## src/design/grpe_pkg.sv

```systemverilog
`default_nettype none
package grpe_pkg;

  // fixed field widths
  localparam int unsigned ROW_BITS_W = 8;
  localparam int unsigned COORD_IN_W = 10;
  localparam int unsigned COORD_W    = 11;
  localparam int unsigned COLOR_W    = 16;
  localparam int unsigned GW_W       = 4;
  localparam int unsigned GH_W       = 5;
  localparam int unsigned HEFF_W     = 6;
  localparam int unsigned ROW_W      = 5;
  localparam int unsigned COL_W      = 3;
  localparam int unsigned WDIM_W     = 5;
  localparam int unsigned HDIM_W     = 6;
  localparam int unsigned CFG_IDX_W  = 3;
  localparam int unsigned CFG_DATA_W = 16;

  // configuration register indexes
  localparam logic [CFG_IDX_W-1:0] REG_FORE_COLOR   = 3'd0;
  localparam logic [CFG_IDX_W-1:0] REG_BACK_COLOR   = 3'd1;
  localparam logic [CFG_IDX_W-1:0] REG_DRAW_MODE    = 3'd2;
  localparam logic [CFG_IDX_W-1:0] REG_GLYPH_WIDTH  = 3'd3;
  localparam logic [CFG_IDX_W-1:0] REG_GLYPH_HEIGHT = 3'd4;

  typedef enum logic [1:0] {
    MODE_NORMAL   = 2'd0,
    MODE_INVERTED = 2'd1,
    MODE_DOUBLE   = 2'd2,
    MODE_TRANSP   = 2'd3
  } mode_t;

  typedef enum logic [1:0] {
    KIND_WINDOW = 2'd0,
    KIND_STREAM = 2'd1,
    KIND_ADDR   = 2'd2
  } kind_t;

  typedef enum logic [1:0] {
    BK_IDLE = 2'd0,
    BK_WIN  = 2'd1,
    BK_PIX  = 2'd2
  } bk_state_t;

  typedef struct packed {
    logic [COLOR_W-1:0] fore;
    logic [COLOR_W-1:0] back;
    mode_t              mode;
    logic [GW_W-1:0]    gw;
    logic [GH_W-1:0]    gh;
  } cfg_t;

  // one classified row, handed from front to back
  typedef struct packed {
    logic [ROW_BITS_W-1:0] bits;
    logic [COORD_IN_W-1:0] cx;
    logic [COORD_IN_W-1:0] cy;
    logic [ROW_W-1:0]      row;
    logic [GW_W-1:0]       w;
    logic [WDIM_W-1:0]     wdim;
    logic [HDIM_W-1:0]     hdim;
    logic [COORD_W-1:0]    ncx;
    logic [COLOR_W-1:0]    on_color;
    logic [COLOR_W-1:0]    off_color;
    mode_t                 mode;
    logic                  first;
  } cmd_t;

  typedef struct packed {
    kind_t              kind;
    logic [COORD_W-1:0] pos_x;
    logic [COORD_W-1:0] pos_y;
    logic [WDIM_W-1:0]  win_width;
    logic [HDIM_W-1:0]  win_height;
    logic [COLOR_W-1:0] pixel_color;
    logic [COORD_W-1:0] next_cursor_x;
    logic               last;
  } res_t;

endpackage
`default_nettype wire

```

## src/design/grpe_queue.sv

```systemverilog
`default_nettype none
module grpe_queue (
  input  wire logic          clk,
  input  wire logic          rst_n,
  input  wire logic          push,
  input  wire grpe_pkg::cmd_t push_data,
  output logic               full,
  input  wire logic          pop,
  output logic               nonempty,
  output grpe_pkg::cmd_t     head
);

  grpe_pkg::cmd_t mem_r [2];
  logic           wr_ptr_r, wr_ptr_nxt;
  logic           rd_ptr_r, rd_ptr_nxt;
  logic [1:0]     count_r, count_nxt;
  logic           do_push, do_pop;

  assign full     = (count_r == 2'd2);
  assign nonempty = (count_r != 2'd0);
  assign head     = mem_r[rd_ptr_r];
  assign do_push  = push && !full;
  assign do_pop   = pop && nonempty;

  always_comb begin
    wr_ptr_nxt = do_push ? ~wr_ptr_r : wr_ptr_r;
    rd_ptr_nxt = do_pop ? ~rd_ptr_r : rd_ptr_r;
    count_nxt  = count_r + {1'b0, do_push} - {1'b0, do_pop};
  end

  always_ff @(posedge clk) begin
    if (!rst_n) begin
      wr_ptr_r <= 1'b0;
      rd_ptr_r <= 1'b0;
      count_r  <= 2'd0;
    end else begin
      wr_ptr_r <= wr_ptr_nxt;
      rd_ptr_r <= rd_ptr_nxt;
      count_r  <= count_nxt;
    end
  end

  always_ff @(posedge clk) begin
    if (do_push) begin
      mem_r[wr_ptr_r] <= push_data;
    end
  end

endmodule
`default_nettype wire

```

## src/design/grpe_front.sv

```systemverilog
`default_nettype none
module grpe_front #(
  parameter int unsigned MAX_GLYPH_WIDTH  = 8,
  parameter int unsigned MAX_GLYPH_HEIGHT = 16
) (
  input  wire logic                            clk,
  input  wire logic                            rst_n,
  input  wire grpe_pkg::cfg_t                  cfg,
  input  wire logic                            in_valid,
  output logic                                 in_ready,
  input  wire logic [grpe_pkg::ROW_BITS_W-1:0] row_bits,
  input  wire logic [grpe_pkg::COORD_IN_W-1:0] char_x,
  input  wire logic [grpe_pkg::COORD_IN_W-1:0] char_y,
  output logic                                 push,
  output grpe_pkg::cmd_t                       cmd,
  input  wire logic                            q_full
);

  logic [grpe_pkg::ROW_W-1:0]    row_r, row_nxt;
  logic [grpe_pkg::GW_W-1:0]     w;
  logic [grpe_pkg::HEFF_W-1:0]   h;
  logic [grpe_pkg::HEFF_W-1:0]   row_inc;
  logic [grpe_pkg::ROW_BITS_W-1:0] masked;
  logic                          dbl;
  logic                          inv;
  logic                          drop;
  logic                          accept;

  assign in_ready = !q_full;
  assign accept   = in_valid && in_ready;

  always_comb begin
    // clamp glyph size into the supported range
    if (cfg.gw == '0) begin
      w = grpe_pkg::GW_W'(1);
    end else if (cfg.gw > grpe_pkg::GW_W'(MAX_GLYPH_WIDTH)) begin
      w = grpe_pkg::GW_W'(MAX_GLYPH_WIDTH);
    end else begin
      w = cfg.gw;
    end
    if (cfg.gh == '0) begin
      h = grpe_pkg::HEFF_W'(1);
    end else if ({1'b0, cfg.gh} > grpe_pkg::HEFF_W'(MAX_GLYPH_HEIGHT)) begin
      h = grpe_pkg::HEFF_W'(MAX_GLYPH_HEIGHT);
    end else begin
      h = {1'b0, cfg.gh};
    end

    dbl    = (cfg.mode == grpe_pkg::MODE_DOUBLE);
    inv    = (cfg.mode == grpe_pkg::MODE_INVERTED);
    masked = row_bits & ~(8'hFF >> w);

    row_inc = {1'b0, row_r} + grpe_pkg::HEFF_W'(1);
    row_nxt = (row_inc >= h) ? '0 : row_inc[grpe_pkg::ROW_W-1:0];

    cmd.bits      = masked;
    cmd.cx        = char_x;
    cmd.cy        = char_y;
    cmd.row       = row_r;
    cmd.w         = w;
    cmd.wdim      = dbl ? {w, 1'b0} : {1'b0, w};
    cmd.hdim      = dbl ? {h[grpe_pkg::HEFF_W-2:0], 1'b0} : h;
    cmd.ncx       = grpe_pkg::COORD_W'(char_x) + grpe_pkg::COORD_W'(cmd.wdim);
    cmd.on_color  = inv ? cfg.back : cfg.fore;
    cmd.off_color = inv ? cfg.fore : cfg.back;
    cmd.mode      = cfg.mode;
    cmd.first     = (row_r == '0);

    // empty transparent row past the first gives nothing to draw
    drop = (cfg.mode == grpe_pkg::MODE_TRANSP) && (masked == '0) && !cmd.first;
    push = accept && !drop;
  end

  always_ff @(posedge clk) begin
    if (!rst_n) begin
      row_r <= '0;
    end else if (accept) begin
      row_r <= row_nxt;
    end
  end

endmodule
`default_nettype wire

```

## src/design/grpe_back.sv

```systemverilog
`default_nettype none
module grpe_back (
  input  wire logic           clk,
  input  wire logic           rst_n,
  input  wire logic           q_nonempty,
  input  wire grpe_pkg::cmd_t q_head,
  output logic                q_pop,
  output logic                out_valid,
  input  wire logic           out_ready,
  output grpe_pkg::res_t      out_res
);

  grpe_pkg::bk_state_t          state_r, state_nxt;
  grpe_pkg::cmd_t               cur_r, cur_nxt;
  logic [grpe_pkg::COL_W-1:0]   col_r, col_nxt;
  logic                         dup_r, dup_nxt;
  logic                         rep_r, rep_nxt;
  logic [grpe_pkg::ROW_BITS_W-1:0] mask_r, mask_nxt;
  logic                         out_valid_r, out_valid_nxt;
  grpe_pkg::res_t               res_r, res_nxt;
  grpe_pkg::res_t               res;
  logic                         adv;
  logic                         is_last;
  logic                         done;
  logic [grpe_pkg::COL_W-1:0]   lead;
  logic [grpe_pkg::ROW_BITS_W-1:0] mask_left;
  logic                         col_end;
  logic                         pix_bit;

  assign out_valid = out_valid_r;
  assign out_res   = res_r;
  assign adv       = !out_valid_r || out_ready;

  always_comb begin
    // leftmost remaining set bit for transparent mode
    lead = '0;
    for (int i = 0; i < grpe_pkg::ROW_BITS_W; i++) begin
      if (mask_r[i]) begin
        lead = grpe_pkg::COL_W'(grpe_pkg::ROW_BITS_W - 1 - i);
      end
    end
    mask_left = mask_r & ~(8'h80 >> lead);
    col_end   = (col_r == grpe_pkg::COL_W'(cur_r.w - grpe_pkg::GW_W'(1)));
    pix_bit   = cur_r.bits[~col_r];

    res = '0;
    res.next_cursor_x = cur_r.ncx;
    is_last = 1'b0;
    case (state_r)
      grpe_pkg::BK_WIN: begin
        res.kind       = grpe_pkg::KIND_WINDOW;
        res.pos_x      = grpe_pkg::COORD_W'(cur_r.cx);
        res.pos_y      = grpe_pkg::COORD_W'(cur_r.cy);
        res.win_width  = cur_r.wdim;
        res.win_height = cur_r.hdim;
        is_last = (cur_r.mode == grpe_pkg::MODE_TRANSP) && (cur_r.bits == '0);
      end
      grpe_pkg::BK_PIX: begin
        if (cur_r.mode == grpe_pkg::MODE_TRANSP) begin
          res.kind        = grpe_pkg::KIND_ADDR;
          res.pos_x       = grpe_pkg::COORD_W'(cur_r.cx) + grpe_pkg::COORD_W'(lead);
          res.pos_y       = grpe_pkg::COORD_W'(cur_r.cy) + grpe_pkg::COORD_W'(cur_r.row);
          res.pixel_color = cur_r.on_color;
          is_last = (mask_left == '0);
        end else begin
          res.kind        = grpe_pkg::KIND_STREAM;
          res.pixel_color = pix_bit ? cur_r.on_color : cur_r.off_color;
          if (cur_r.mode == grpe_pkg::MODE_DOUBLE) begin
            is_last = col_end && dup_r && rep_r;
          end else begin
            is_last = col_end;
          end
        end
      end
      default: begin
        is_last = 1'b0;
      end
    endcase
    res.last = is_last;
  end

  always_comb begin
    state_nxt     = state_r;
    cur_nxt       = cur_r;
    col_nxt       = col_r;
    dup_nxt       = dup_r;
    rep_nxt       = rep_r;
    mask_nxt      = mask_r;
    res_nxt       = res_r;
    out_valid_nxt = out_valid_r;
    q_pop         = 1'b0;

    if (adv) begin
      out_valid_nxt = (state_r != grpe_pkg::BK_IDLE);
      if (state_r != grpe_pkg::BK_IDLE) begin
        res_nxt = res;
      end
    end

    // step through the current row
    case (state_r)
      grpe_pkg::BK_WIN: begin
        if (adv) begin
          state_nxt = grpe_pkg::BK_PIX;
        end
      end
      grpe_pkg::BK_PIX: begin
        if (adv) begin
          if (cur_r.mode == grpe_pkg::MODE_TRANSP) begin
            mask_nxt = mask_left;
          end else if (cur_r.mode == grpe_pkg::MODE_DOUBLE) begin
            dup_nxt = ~dup_r;
            if (dup_r) begin
              if (col_end) begin
                col_nxt = '0;
                rep_nxt = 1'b1;
              end else begin
                col_nxt = col_r + grpe_pkg::COL_W'(1);
              end
            end
          end else begin
            col_nxt = col_r + grpe_pkg::COL_W'(1);
          end
        end
      end
      default: begin
        state_nxt = grpe_pkg::BK_IDLE;
      end
    endcase

    done = (state_r == grpe_pkg::BK_IDLE) || (adv && is_last);
    if (done) begin
      if (q_nonempty) begin
        q_pop     = 1'b1;
        cur_nxt   = q_head;
        state_nxt = q_head.first ? grpe_pkg::BK_WIN : grpe_pkg::BK_PIX;
        col_nxt   = '0;
        dup_nxt   = 1'b0;
        rep_nxt   = 1'b0;
        mask_nxt  = q_head.bits;
      end else begin
        state_nxt = grpe_pkg::BK_IDLE;
      end
    end
  end

  always_ff @(posedge clk) begin
    if (!rst_n) begin
      state_r     <= grpe_pkg::BK_IDLE;
      out_valid_r <= 1'b0;
    end else begin
      state_r     <= state_nxt;
      out_valid_r <= out_valid_nxt;
    end
  end

  always_ff @(posedge clk) begin
    cur_r  <= cur_nxt;
    col_r  <= col_nxt;
    dup_r  <= dup_nxt;
    rep_r  <= rep_nxt;
    mask_r <= mask_nxt;
    res_r  <= res_nxt;
  end

  a_col_in_glyph: assert property (@(posedge clk) disable iff (!rst_n)
    (state_r == grpe_pkg::BK_PIX && cur_r.mode != grpe_pkg::MODE_TRANSP)
      |-> ({1'b0, col_r} < cur_r.w))
    else $error("column counter past glyph width");

  a_transp_has_bit: assert property (@(posedge clk) disable iff (!rst_n)
    (state_r == grpe_pkg::BK_PIX && cur_r.mode == grpe_pkg::MODE_TRANSP)
      |-> (mask_r != '0))
    else $error("transparent pixel step with no set bit left");

  a_win_first_row: assert property (@(posedge clk) disable iff (!rst_n)
    (state_r == grpe_pkg::BK_WIN) |-> (cur_r.first && cur_r.row == '0))
    else $error("window command on a row other than the first");

  a_load_on_done: assert property (@(posedge clk) disable iff (!rst_n)
    (q_pop && state_r != grpe_pkg::BK_IDLE) |-> (adv && is_last))
    else $error("next row taken before current row finished");

endmodule
`default_nettype wire

```

## src/design/glyph_row_pixel_expander.sv

```systemverilog
// glyph row pixel expander
// in_* beats carry one glyph bitmap row (bit 7 leftmost) plus the character
// origin; out_* beats carry panel commands: a set-window command on the first
// row of each glyph, then the row's pixels (streamed, or addressed in
// transparent mode). out_tlast marks the final beat caused by one input row.
// cfg_* writes the colors, draw mode and glyph size; a write takes effect
// from the next accepted row.
// an accepted row passes through the queue and the expander state, and its
// first result is registered in the output beat register. the expander
// gives one result beat per cycle unless a valid beat is held by out_tready
// low. a row gives w results (normal, inverted), 4*w (double), the number
// of set bits (transparent), plus one for the window command on the first
// row; an empty transparent row past the first is dropped before the queue.
// a two-entry queue sits between the classifier and the expander, so new
// rows keep being taken while the expander works or the receiver stalls.
// when out_tready is low a valid beat holds and the expander pauses;
// in_tready drops only once the queue is full.
// reset clears the row counter, the queue and the output valid, and loads
// white foreground, black background, normal mode and an 8x8 glyph.
`default_nettype none
module glyph_row_pixel_expander #(
  parameter int unsigned MAX_GLYPH_WIDTH  = 8,
  parameter int unsigned MAX_GLYPH_HEIGHT = 16
) (
  input  wire logic        clk,
  input  wire logic        rst_n,
  // in_tdata: row_bits[7:0], char_x[17:8], char_y[27:18], zero[31:28]
  input  wire logic [31:0] in_tdata,
  input  wire logic        in_tvalid,
  output logic             in_tready,
  // out_tdata: pos_x[10:0], pos_y[21:11], win_width[26:22], win_height[32:27],
  //            pixel_color[48:33], next_cursor_x[59:49], zero[63:60]
  output logic [63:0]      out_tdata,
  // out_tuser: kind[1:0]
  output logic [1:0]       out_tuser,
  output logic             out_tlast,
  output logic             out_tvalid,
  input  wire logic        out_tready,
  input  wire logic        cfg_we,
  input  wire logic [grpe_pkg::CFG_IDX_W-1:0]  cfg_index,
  input  wire logic [grpe_pkg::CFG_DATA_W-1:0] cfg_wdata
);

  grpe_pkg::cfg_t cfg_r, cfg_nxt;
  grpe_pkg::cmd_t front_cmd;
  grpe_pkg::cmd_t q_head;
  grpe_pkg::res_t res;
  logic           front_push;
  logic           q_full;
  logic           q_nonempty;
  logic           q_pop;

  // config register write decode
  always_comb begin
    cfg_nxt = cfg_r;
    if (cfg_we) begin
      case (cfg_index)
        grpe_pkg::REG_FORE_COLOR:   cfg_nxt.fore = cfg_wdata;
        grpe_pkg::REG_BACK_COLOR:   cfg_nxt.back = cfg_wdata;
        grpe_pkg::REG_DRAW_MODE:    cfg_nxt.mode = grpe_pkg::mode_t'(cfg_wdata[1:0]);
        grpe_pkg::REG_GLYPH_WIDTH:  cfg_nxt.gw   = cfg_wdata[grpe_pkg::GW_W-1:0];
        grpe_pkg::REG_GLYPH_HEIGHT: cfg_nxt.gh   = cfg_wdata[grpe_pkg::GH_W-1:0];
        default:                    cfg_nxt      = cfg_r;
      endcase
    end
  end

  always_ff @(posedge clk) begin
    if (!rst_n) begin
      cfg_r.fore <= 16'hFFFF;
      cfg_r.back <= 16'h0000;
      cfg_r.mode <= grpe_pkg::MODE_NORMAL;
      cfg_r.gw   <= grpe_pkg::GW_W'(8);
      cfg_r.gh   <= grpe_pkg::GH_W'(8);
    end else begin
      cfg_r <= cfg_nxt;
    end
  end

  // front: takes rows, tracks the glyph row, classifies
  grpe_front #(
    .MAX_GLYPH_WIDTH  (MAX_GLYPH_WIDTH),
    .MAX_GLYPH_HEIGHT (MAX_GLYPH_HEIGHT)
  ) u_front (
    .clk      (clk),
    .rst_n    (rst_n),
    .cfg      (cfg_r),
    .in_valid (in_tvalid),
    .in_ready (in_tready),
    .row_bits (in_tdata[7:0]),
    .char_x   (in_tdata[17:8]),
    .char_y   (in_tdata[27:18]),
    .push     (front_push),
    .cmd      (front_cmd),
    .q_full   (q_full)
  );

  grpe_queue u_queue (
    .clk       (clk),
    .rst_n     (rst_n),
    .push      (front_push),
    .push_data (front_cmd),
    .full      (q_full),
    .pop       (q_pop),
    .nonempty  (q_nonempty),
    .head      (q_head)
  );

  // back: expands one row into result beats
  grpe_back u_back (
    .clk        (clk),
    .rst_n      (rst_n),
    .q_nonempty (q_nonempty),
    .q_head     (q_head),
    .q_pop      (q_pop),
    .out_valid  (out_tvalid),
    .out_ready  (out_tready),
    .out_res    (res)
  );

  assign out_tdata = {4'b0000, res.next_cursor_x, res.pixel_color, res.win_height,
                      res.win_width, res.pos_y, res.pos_x};
  assign out_tuser = res.kind;
  assign out_tlast = res.last;

endmodule
`default_nettype wire
```

## config.mk

```make
export PLATFORM = sky130hd
export DESIGN_NAME = glyph_row_pixel_expander
export DESIGN_NICKNAME = d
export VERILOG_FILES = /design/src/design/grpe_pkg.sv /design/src/design/grpe_queue.sv /design/src/design/grpe_front.sv /design/src/design/grpe_back.sv /design/src/design/glyph_row_pixel_expander.sv
export SDC_FILE = /design/constraint.sdc
export NUM_CORES = 1
export LEC_CHECK = 0
export BUFFER_PORTS_ARGS = -buffer_cell sky130_fd_sc_hd__buf_2
export CAP_MARGIN = 20
export CORE_UTILIZATION = 25
export CTS_CLUSTER_DIAMETER = 200
export DETAILED_ROUTE_END_ITERATION = 12
export PLACE_DENSITY_LB_ADDON = 0.05
export SLEW_MARGIN = 0
export SYNTH_ARGS = -nofsm -noshare
export SYNTH_HDL_FRONTEND = slang
export SYNTH_SLANG_ARGS = --single-unit
```

## constraint.sdc

```tcl
create_clock -name clk -period 11.8 [get_ports clk]
set_input_delay 0.59 -clock clk [delete_from_list [all_inputs] [get_ports clk]]
set_output_delay 0.59 -clock clk [all_outputs]
set_load 0.01 [all_outputs]
```

==> run metrics, run 1 <==
first-pass GRT wire length 60.29 mm; vias in the first global route 9662; fraction of final layout cells sized beyond drive strength 1 23.33%; number of distinct library cells after synthesis 66; power per cell area 237.0 nW/µm²; finished layout cell area 19900 µm²; cell types with the largest area share after synthesis sky130_fd_sc_hd__edfxtp_1 (61%), sky130_fd_sc_hd__dfxtp_1 (8.2%), sky130_fd_sc_hd__mux2_2 (6.3%); Area Growth Syn to Fin 18.84%; flip-flop cell with the highest count after synthesis sky130_fd_sc_hd__edfxtp_1; antenna violations before repair 1; data arrival time of the worst path between 4000 and 5000 ps; CTS tree done; clock buffer count from CTS 50; post-route total power about 4.7 mW; final global-route overflow total 0; CP Class reg -> reg; pre-CTS setup slack 7671 ps; setup fix buffers added after clock tree synthesis 0; Static Leakage roughly 7.2 nW; count of final hold-check violations 0; worst rel slew slack around a third; setup repair after global routing missed its margin false; Sink Count 410; Critical Path Source Type register; Clock Latency Late Sink 590 ps; Final min period 3926 ps; Chip Width about 260 µm; setup TNS after final layout 0 ps; Peak VDD IR 116.2 µV; area post-placement 18290 µm²; per-cell routed wire length 18.07 µm; period utilisation layout 33.27%; Overall Global Routing Usage 11.95%; area fraction of the dominant cell type after synthesis 61.14%; count of input and output buffers between 100 and 150; initial cell density of the core approximately a quarter; placeable core area 65980 µm²; Worst Path Max Fanout 61; share of flip-flops with an asynchronous set or reset after synthesis 0%; pin count of the biggest net entering global routing a little over 60; CTS H-Tree Depth 2; Die Footprint roughly 68000 µm²; HPWL Detailed between 20 and 25 mm; clock slew seen by the registers of the worst setup and hold paths 50 ps; worst hold slack 201.4 ps; run status finished with violations; post-synthesis average cell area 14.17 µm²; max-slew violation count 0; Hold Path Class in -> reg; violated checks design-rule violations; gpl congestion around 0.72; maximum achievable frequency 0.2547 GHz; diodes inserted 0; iteration-0 DRC count of the detailed router 472; number of nets in the layout 1394; Critical Path RT 12010 ps; Layout fillers 6586; kind of capture point of the worst setup path register; maximum buffer depth of the clock tree 3; Vias just over 9000; number of cells produced by synthesis 1182; Clock Skew 22.29 ps; Boundary Pins 125; smallest setup slack after layout 7874 ps; DR vias/cell approximately 4.2; number of rows created at floorplan 94; largest stage delay on the critical path 800 ps; FF+latch count, synth 410; Post-Synthesis Cell Area ~17000 µm²; Ys Warns 0; slowest cell on the critical path sky130_fd_sc_hd__buf_4; transition at the pin with the smallest max-transition slack 984.3 ps; number of gates given a new drive strength after cts 0; residual DRC count 12; die outline height 260.8 µm; Critical Path, Cell by Cell inv_1, ha_1, nor4bb_1, a32oi_1, o221ai_4, o21ai_4, inv_4, buf_4; Detailed Routing Iterations Pass 1 9; number of nets still failing antenna checks after routing 0; hold buffer count at cts 0; endpoints failing setup 0; sequential fraction of the synthesis area between 60% and 70%; leading area contributor after synthesis sky130_fd_sc_hd__edfxtp_1; root buffer selected by CTS sky130_fd_sc_hd__clkbuf_16; number of flops mapped to enable cells by yosys 341; max capacitance violation total 0; total wirelength of the detailed-routed design 40.01 mm
-- cells by family after synthesis --
group | synth area share [%]
AOI/OAI and AO/OA | 6.067
adders and majority gates | 2.316
xor gates and xnor gates | 1.180
and+or+nand+nor | 10.06
other | 0.02239
muxes | 8.980
DFF | 69.39
buffers and inverters | 1.987
-- metrics by stage --
step                cells  util (%)
finish               2214     30.16
global route         2214     30.16
CTS                  2214     30.16
detailed placement   2121     27.72
global placement     2121     27.72
floorplan            1185         -
-- synth_stat cells (3+ instances only) --
| library cell | count |
|---|---|
| sky130_fd_sc_hd__edfxtp_1 | 341 |
| sky130_fd_sc_hd__nand2_1 | 215 |
| sky130_fd_sc_hd__mux2_2 | 94 |
| sky130_fd_sc_hd__dfxtp_1 | 69 |
| sky130_fd_sc_hd__clkbuf_1 | 43 |
| sky130_fd_sc_hd__nor2b_1 | 36 |
| sky130_fd_sc_hd__mux2i_1 | 34 |
| sky130_fd_sc_hd__ha_1 | 27 |
| sky130_fd_sc_hd__and2_1 | 26 |
| sky130_fd_sc_hd__nor2_1 | 26 |
| sky130_fd_sc_hd__inv_1 | 25 |
| sky130_fd_sc_hd__o21ai_0 | 25 |
| sky130_fd_sc_hd__a21boi_0 | 23 |
| sky130_fd_sc_hd__nand3_1 | 22 |
| sky130_fd_sc_hd__a21oi_1 | 16 |
| sky130_fd_sc_hd__xnor2_1 | 12 |
| sky130_fd_sc_hd__o211ai_1 | 10 |
| sky130_fd_sc_hd__a21o_1 | 9 |
| sky130_fd_sc_hd__nor3_1 | 9 |
| sky130_fd_sc_hd__a31oi_1 | 8 |
| sky130_fd_sc_hd__xor2_1 | 8 |
| sky130_fd_sc_hd__nand2b_1 | 6 |
| sky130_fd_sc_hd__o21bai_1 | 6 |
| sky130_fd_sc_hd__a22o_1 | 5 |
| sky130_fd_sc_hd__nand4_1 | 5 |
| sky130_fd_sc_hd__o21a_1 | 5 |
| sky130_fd_sc_hd__and3_1 | 4 |
| sky130_fd_sc_hd__buf_4 | 4 |
| sky130_fd_sc_hd__mux2_4 | 4 |
| sky130_fd_sc_hd__o311ai_0 | 4 |
| sky130_fd_sc_hd__o31ai_1 | 4 |
| sky130_fd_sc_hd__buf_1 | 3 |
| sky130_fd_sc_hd__nand3b_1 | 3 |
| sky130_fd_sc_hd__nor4_1 | 3 |
| sky130_fd_sc_hd__or2_2 | 3 |
| sky130_fd_sc_hd__or3_1 | 3 |
-- routing by layer --
layer	up-vias	global-route usage [%]	part of all wire, %	routed length [µm]
met1	4459	15.50	46	18600
met2	151	19.90	47	18950
met5	-	0	0	0
met3	65	2.253	3.5	1414
li1	4590	-	-	-
met4	0	3.996	2.6	1049
-- cell usage in the layout, fill, tap and decap left out, drive strengths merged, types with 4 or more instances in the layout --
cell type and n:
ha 27, o21a 5, a21boi 23, nand2 215
a21oi 16, conb 4, a31oi 8, clkbuf 67
mux2i 34, edfxtp 341, clkinv 21, nor2 26
xor2 8, o211ai 10, o311ai 4, bufinv 5
a21o 9, o31ai 4, nor3 9, and2 26
xnor2 12, buf 125, dfxtp 69, nand2b 6
nor2b 36, nand4 5, o21bai 6, nand3 22
mux2 98, a22o 5, o21ai 28, and3 4
inv 26
-- power breakdown --
group / switching, mW / internal [mW]
clock: 0.605 / 0.908
sequential: 0.188 / 2.02
combinational: 0.606 / 0.393
-- worst max-delay path, delay by kind of cell, from the launching register on --
| family | cells | cell delay, ps |
|---|---|---|
| AOI/OAI and AO/OA | 3 | 770 |
| adders and majority gates | 1 | 590 |
| and+or+nand+nor | 1 | 350 |
| DFF | 1 | 310 |
| buffers and inverters | 3 | 1430 |
-- registers in the layout, indices dropped and copies added, names as in the netlist, named ones only --
| signal | flops |
|---|---|
| u_back.state_r | 2 |
| u_queue.rd_ptr_r | 1 |
| u_back.dup_r | 1 |
| u_back.col_r | 3 |
| u_back.out_valid | 1 |
| u_back.mask_r | 8 |
| u_queue.wr_ptr_r | 1 |
| u_front.row_r | 5 |
| u_queue.count_r | 2 |
| u_queue.mem_r | 186 |
| u_back.out_res | 63 |
| u_back.rep_r | 1 |
| cfg_r | 43 |
| u_back.cur_r | 92 |
-- final cells by class --
cell class | count | area, µm² | share of cell area, %
Sequential cell | 410 | 11620 | 58.41
Multi-Input combinational cell | 696 | 4835 | 24.29
Clock buffer | 67 | 1346 | 6.764
Tap cell | 864 | 1081 | 5.432
Timing Repair Buffer | 125 | 648.1 | 3.256
Clock inverter | 26 | 267.8 | 1.345
Inverter | 26 | 100.1 | 0.5029
-- final timing paths --
path                                       start                        endpoint  slack [ps]  cells past startpoint
hold reg to reg       u_back.cur_r[42]$_DFFE_PP_     u_back.out_res[8]$_DFFE_PP_         420                      0
setup reg to reg  u_back.state_r[1]$_SDFFE_PN0P_      u_back.cur_r[17]$_DFFE_PP_        7870                      8
setup / recovery  u_back.state_r[1]$_SDFFE_PN0P_      u_back.cur_r[17]$_DFFE_PP_        7870                      8
hold / removal                      in_tdata[18]  u_queue.mem_r[0][66]$_DFFE_PP_         200                      1
Power figures use the tool's default switching activity.
==> run 2, diff against run 1 <==
Settings changed: ABC_AREA from default to 1.
Clock period 11.8 ns to 3.5 ns, I/O delays scaled along.
==> run metrics, run 2 <==
most numerous cell in the Yosys netlist sky130_fd_sc_hd__nand2_1; pin count of the biggest net entering global routing 105; per-cell routed wire length 15.98 µm; FF-to-FF path depth 12; maximum achievable frequency 0.3249 GHz; die outline height about 260 µm; vias in the first global route 10510; final global-route overflow total 0; data arrival time of the worst path 3410 ps; Layout fillers 6817; area fraction of the dominant cell type after synthesis 61.49%; share of synthesized cell area in full adder, half adder and majority cells roughly 2.3%; clock buffer count from CTS 50; Sink Count 410; max reg flops roughly 190; max-slew violation count 0; Post-Synthesis Cell Area 16650 µm²; leading area contributor after synthesis sky130_fd_sc_hd__edfxtp_1; share of flip-flops with an asynchronous set or reset after synthesis 0%; iteration-0 DRC count of the detailed router about 540; Clock Latency Late Sink 600 ps; flip-flop cell with the highest count after synthesis sky130_fd_sc_hd__edfxtp_1; first-pass GRT wire length roughly 63 mm; fraction of final layout cells sized beyond drive strength 1 13.62%; post-synthesis average cell area 11.09 µm²; cell types with the largest area share after synthesis sky130_fd_sc_hd__edfxtp_1 (61%), sky130_fd_sc_hd__nand2_1 (9.9%), sky130_fd_sc_hd__dfxtp_1 (8.3%); transition at the pin with the smallest max-transition slack 911.6 ps; antenna violations before repair 0; placeable core area 65860 µm²; initial cell density of the core 25.28%; worst hold path startpoint in_tdata[1]; CTS H-Tree Depth 2; setup fix buffers added after clock tree synthesis 0; endpoints failing setup 0; number of distinct library cells after synthesis 48; sequential cell area 11620 µm²; worst reg2reg path endpoint u_queue.mem_r[0][44]$_DFFE_PP_; most common library cell in the layout ignoring fill and taps sky130_fd_sc_hd__nand2_1; reg2reg start cfg_r[10]$_SDFFE_PN0P_; leading cell types in the layout, fill and taps excluded sky130_fd_sc_hd__nand2_1 (440), sky130_fd_sc_hd__edfxtp_1 (341), sky130_fd_sc_hd__inv_1 (148); kind of capture point of the worst setup path register; slowest cell on the critical path sky130_fd_sc_hd__o21ai_0; setup repair after global routing missed its margin false; xor-xnor portion of the synthesized cell area less than 1%; period utilisation layout 87.94%; power per cell area 826.7 nW/µm²; Area Growth Syn to Fin 22.83%; DR vias/cell 4.144; Static Leakage 8.271 nW; worst hold slack approximately 40 ps; Hold Path Class in -> reg; HPWL Detailed 26.50 mm; commonest cells in the netlist sky130_fd_sc_hd__nand2_1 (441), sky130_fd_sc_hd__edfxtp_1 (341), sky130_fd_sc_hd__inv_1 (149); synthesized-area fraction occupied by ao, oa, aoi and oai cells 6.920%; combinational family with the most area after synthesis simple AND/OR/NAND/NOR gates; CTS tree done; sequential fraction of the synthesis area 69.79%; Detailed Routing Iterations Pass 1 5; residual DRC count 0; smallest setup slack after layout between 400 and 500 ps; pre-CTS setup slack 422.3 ps; area occupied by multi-input gates approximately 4300 µm²; share of synthesized cell area in and, or, nand and nor gates between 10% and 20%; number of gates given a new drive strength after cts 0; mux cell area share after synthesis 0%; Critical Path RT 3830 ps; register with the most flip-flops u_queue.mem_r; FF+latch count, synth 410; number of cells produced by synthesis 1501; max capacitance violation total 0; maximum buffer depth of the clock tree 3; number of nets in the layout 1768; Clock Skew 30.53 ps; largest stage delay on the critical path 680 ps; clock slew seen by the registers of the worst setup and hold paths 60 ps; diodes inserted 0; worst rel slew slack between 30 and 40%; Boundary Pins 125; Critical Path, Cell by Cell inv_1, nor2_1, buf_4, inv_1, o21ai_0, ha_1, a21oi_1, and2_1, o21ai_0, nand3_1, nor2_1, xor2_1; hold buffer count at cts 42; Overall Global Routing Usage 12.38%; Die Footprint 67640 µm²; Ys Warns 0; endpoint with the worst hold slack u_queue.mem_r[0][87]$_DFFE_PP_; final core utilization between 30% and 40%; number of flops mapped to enable cells by yosys roughly 340; Worst Path Max Fanout 9; Vias 10730; number of rows created at floorplan 94; number of nets still failing antenna checks after routing 0; root buffer selected by CTS sky130_fd_sc_hd__clkbuf_16; Chip Width around 260 µm; post-route total power roughly 17 mW; Final min period 3078 ps; gpl congestion approximately 0.78; run status completed; total wirelength of the detailed-routed design 41.38 mm; flop2flop setup slack 420 ps; count of final hold-check violations 0; CP Class reg -> reg; Peak VDD IR around 600 µV; worst hold path cell count 2; count of input and output buffers 116; Critical Path Source Type register
run 2: cell count changes after synthesis, sizes merged, moves of 6 or more:
| cell | change |
|---|---|
| a21boi | -21 |
| nand2b | -6 |
| and2 | -24 |
| nand2 | +233 |
| a21o | -9 |
| inv | +124 |
| mux2 | -98 |
| xnor2 | -9 |
| o21ai | +62 |
| a21oi | +55 |
| o211ai | +8 |
| nor2 | +101 |
| mux2i | -34 |
| nor2b | -36 |
run 2: cell families after synthesis:
logic type | Yosys count
XOR/XNOR | 15
buffers and inverters | 202
other | 1
adder cells (fa/ha/maj) | 29
AND/OR/NAND/NOR | 640
AO/OA/AOI/OAI | 204
flip-flops | 410
run 2: how the worst max path moves through the flow:
stage / slack [ps] / cells after the start / start / endpoint
finish: 420 / 12 / cfg_r[10]$_SDFFE_PN0P_ / u_queue.mem_r[0][44]$_DFFE_PP_
CTS: 410 / 12 / cfg_r[10]$_SDFFE_PN0P_ / u_queue.mem_r[1][44]$_DFFE_PP_
detailed placement: 420 / 12 / cfg_r[10]$_SDFFE_PN0P_ / u_queue.mem_r[0][44]$_DFFE_PP_
floorplan: -520 / 9 / cfg_r[8]$_SDFFE_PN1P_ / u_queue.mem_r[1][0]$_DFFE_PP_
global placement: 420 / 16 / cfg_r[9]$_SDFFE_PN0P_ / u_queue.mem_r[0][43]$_DFFE_PP_
global route: 190 / 12 / cfg_r[10]$_SDFFE_PN0P_ / u_queue.mem_r[0][44]$_DFFE_PP_
run 2: critical path: cells and delay by family, from the launching register on:
kind	cells	cell delay (ps)
AO/OA/AOI/OAI	3	1090
adder cells (fa/ha/maj)	1	270
XOR/XNOR	1	90
buffers and inverters	3	410
AND/OR/NAND/NOR	4	600
flip-flops	1	360
run 2: area by class of cell:
class / instances / share of cell area (%)
timing repair buffer: 179 / 6.191
multi-input combinational: 892 / 20.95
inverter: 150 / 2.753
clock inverter: 21 / 1.058
sequential: 410 / 56.84
clock buffer: 73 / 6.931
tap: 864 / 5.285
run 2: power by group:
part	total [mW]	internal, mW	switching (mW)	leakage, nW
logic	4.25	1.20	3.05	3.72
clock network	5.11	3.04	2.07	0.804
registers	7.55	7.06	0.489	3.74
run 2: through the flow:
step / instance area [µm²] / instances / TNS (ps)
floorplan: 16670 / 1504 / -95250
global placement: 18370 / 2452 / 0
detailed placement: 18370 / 2452 / 0
CTS: 20430 / 2588 / 0
global route: 20450 / 2589 / 0
finish: 20450 / 2589 / 0
run 2: per-layer routing:
| metal | GRT usage [%] | wire, µm | vias up |
|---|---|---|---|
| li1 | - | - | 5446 |
| met1 | 16.30 | 19580 | 5067 |
| met2 | 20.63 | 19480 | 154 |
| met3 | 2.476 | 1513 | 62 |
| met4 | 3.314 | 807 | 0 |
| met5 | 0 | 0 | - |
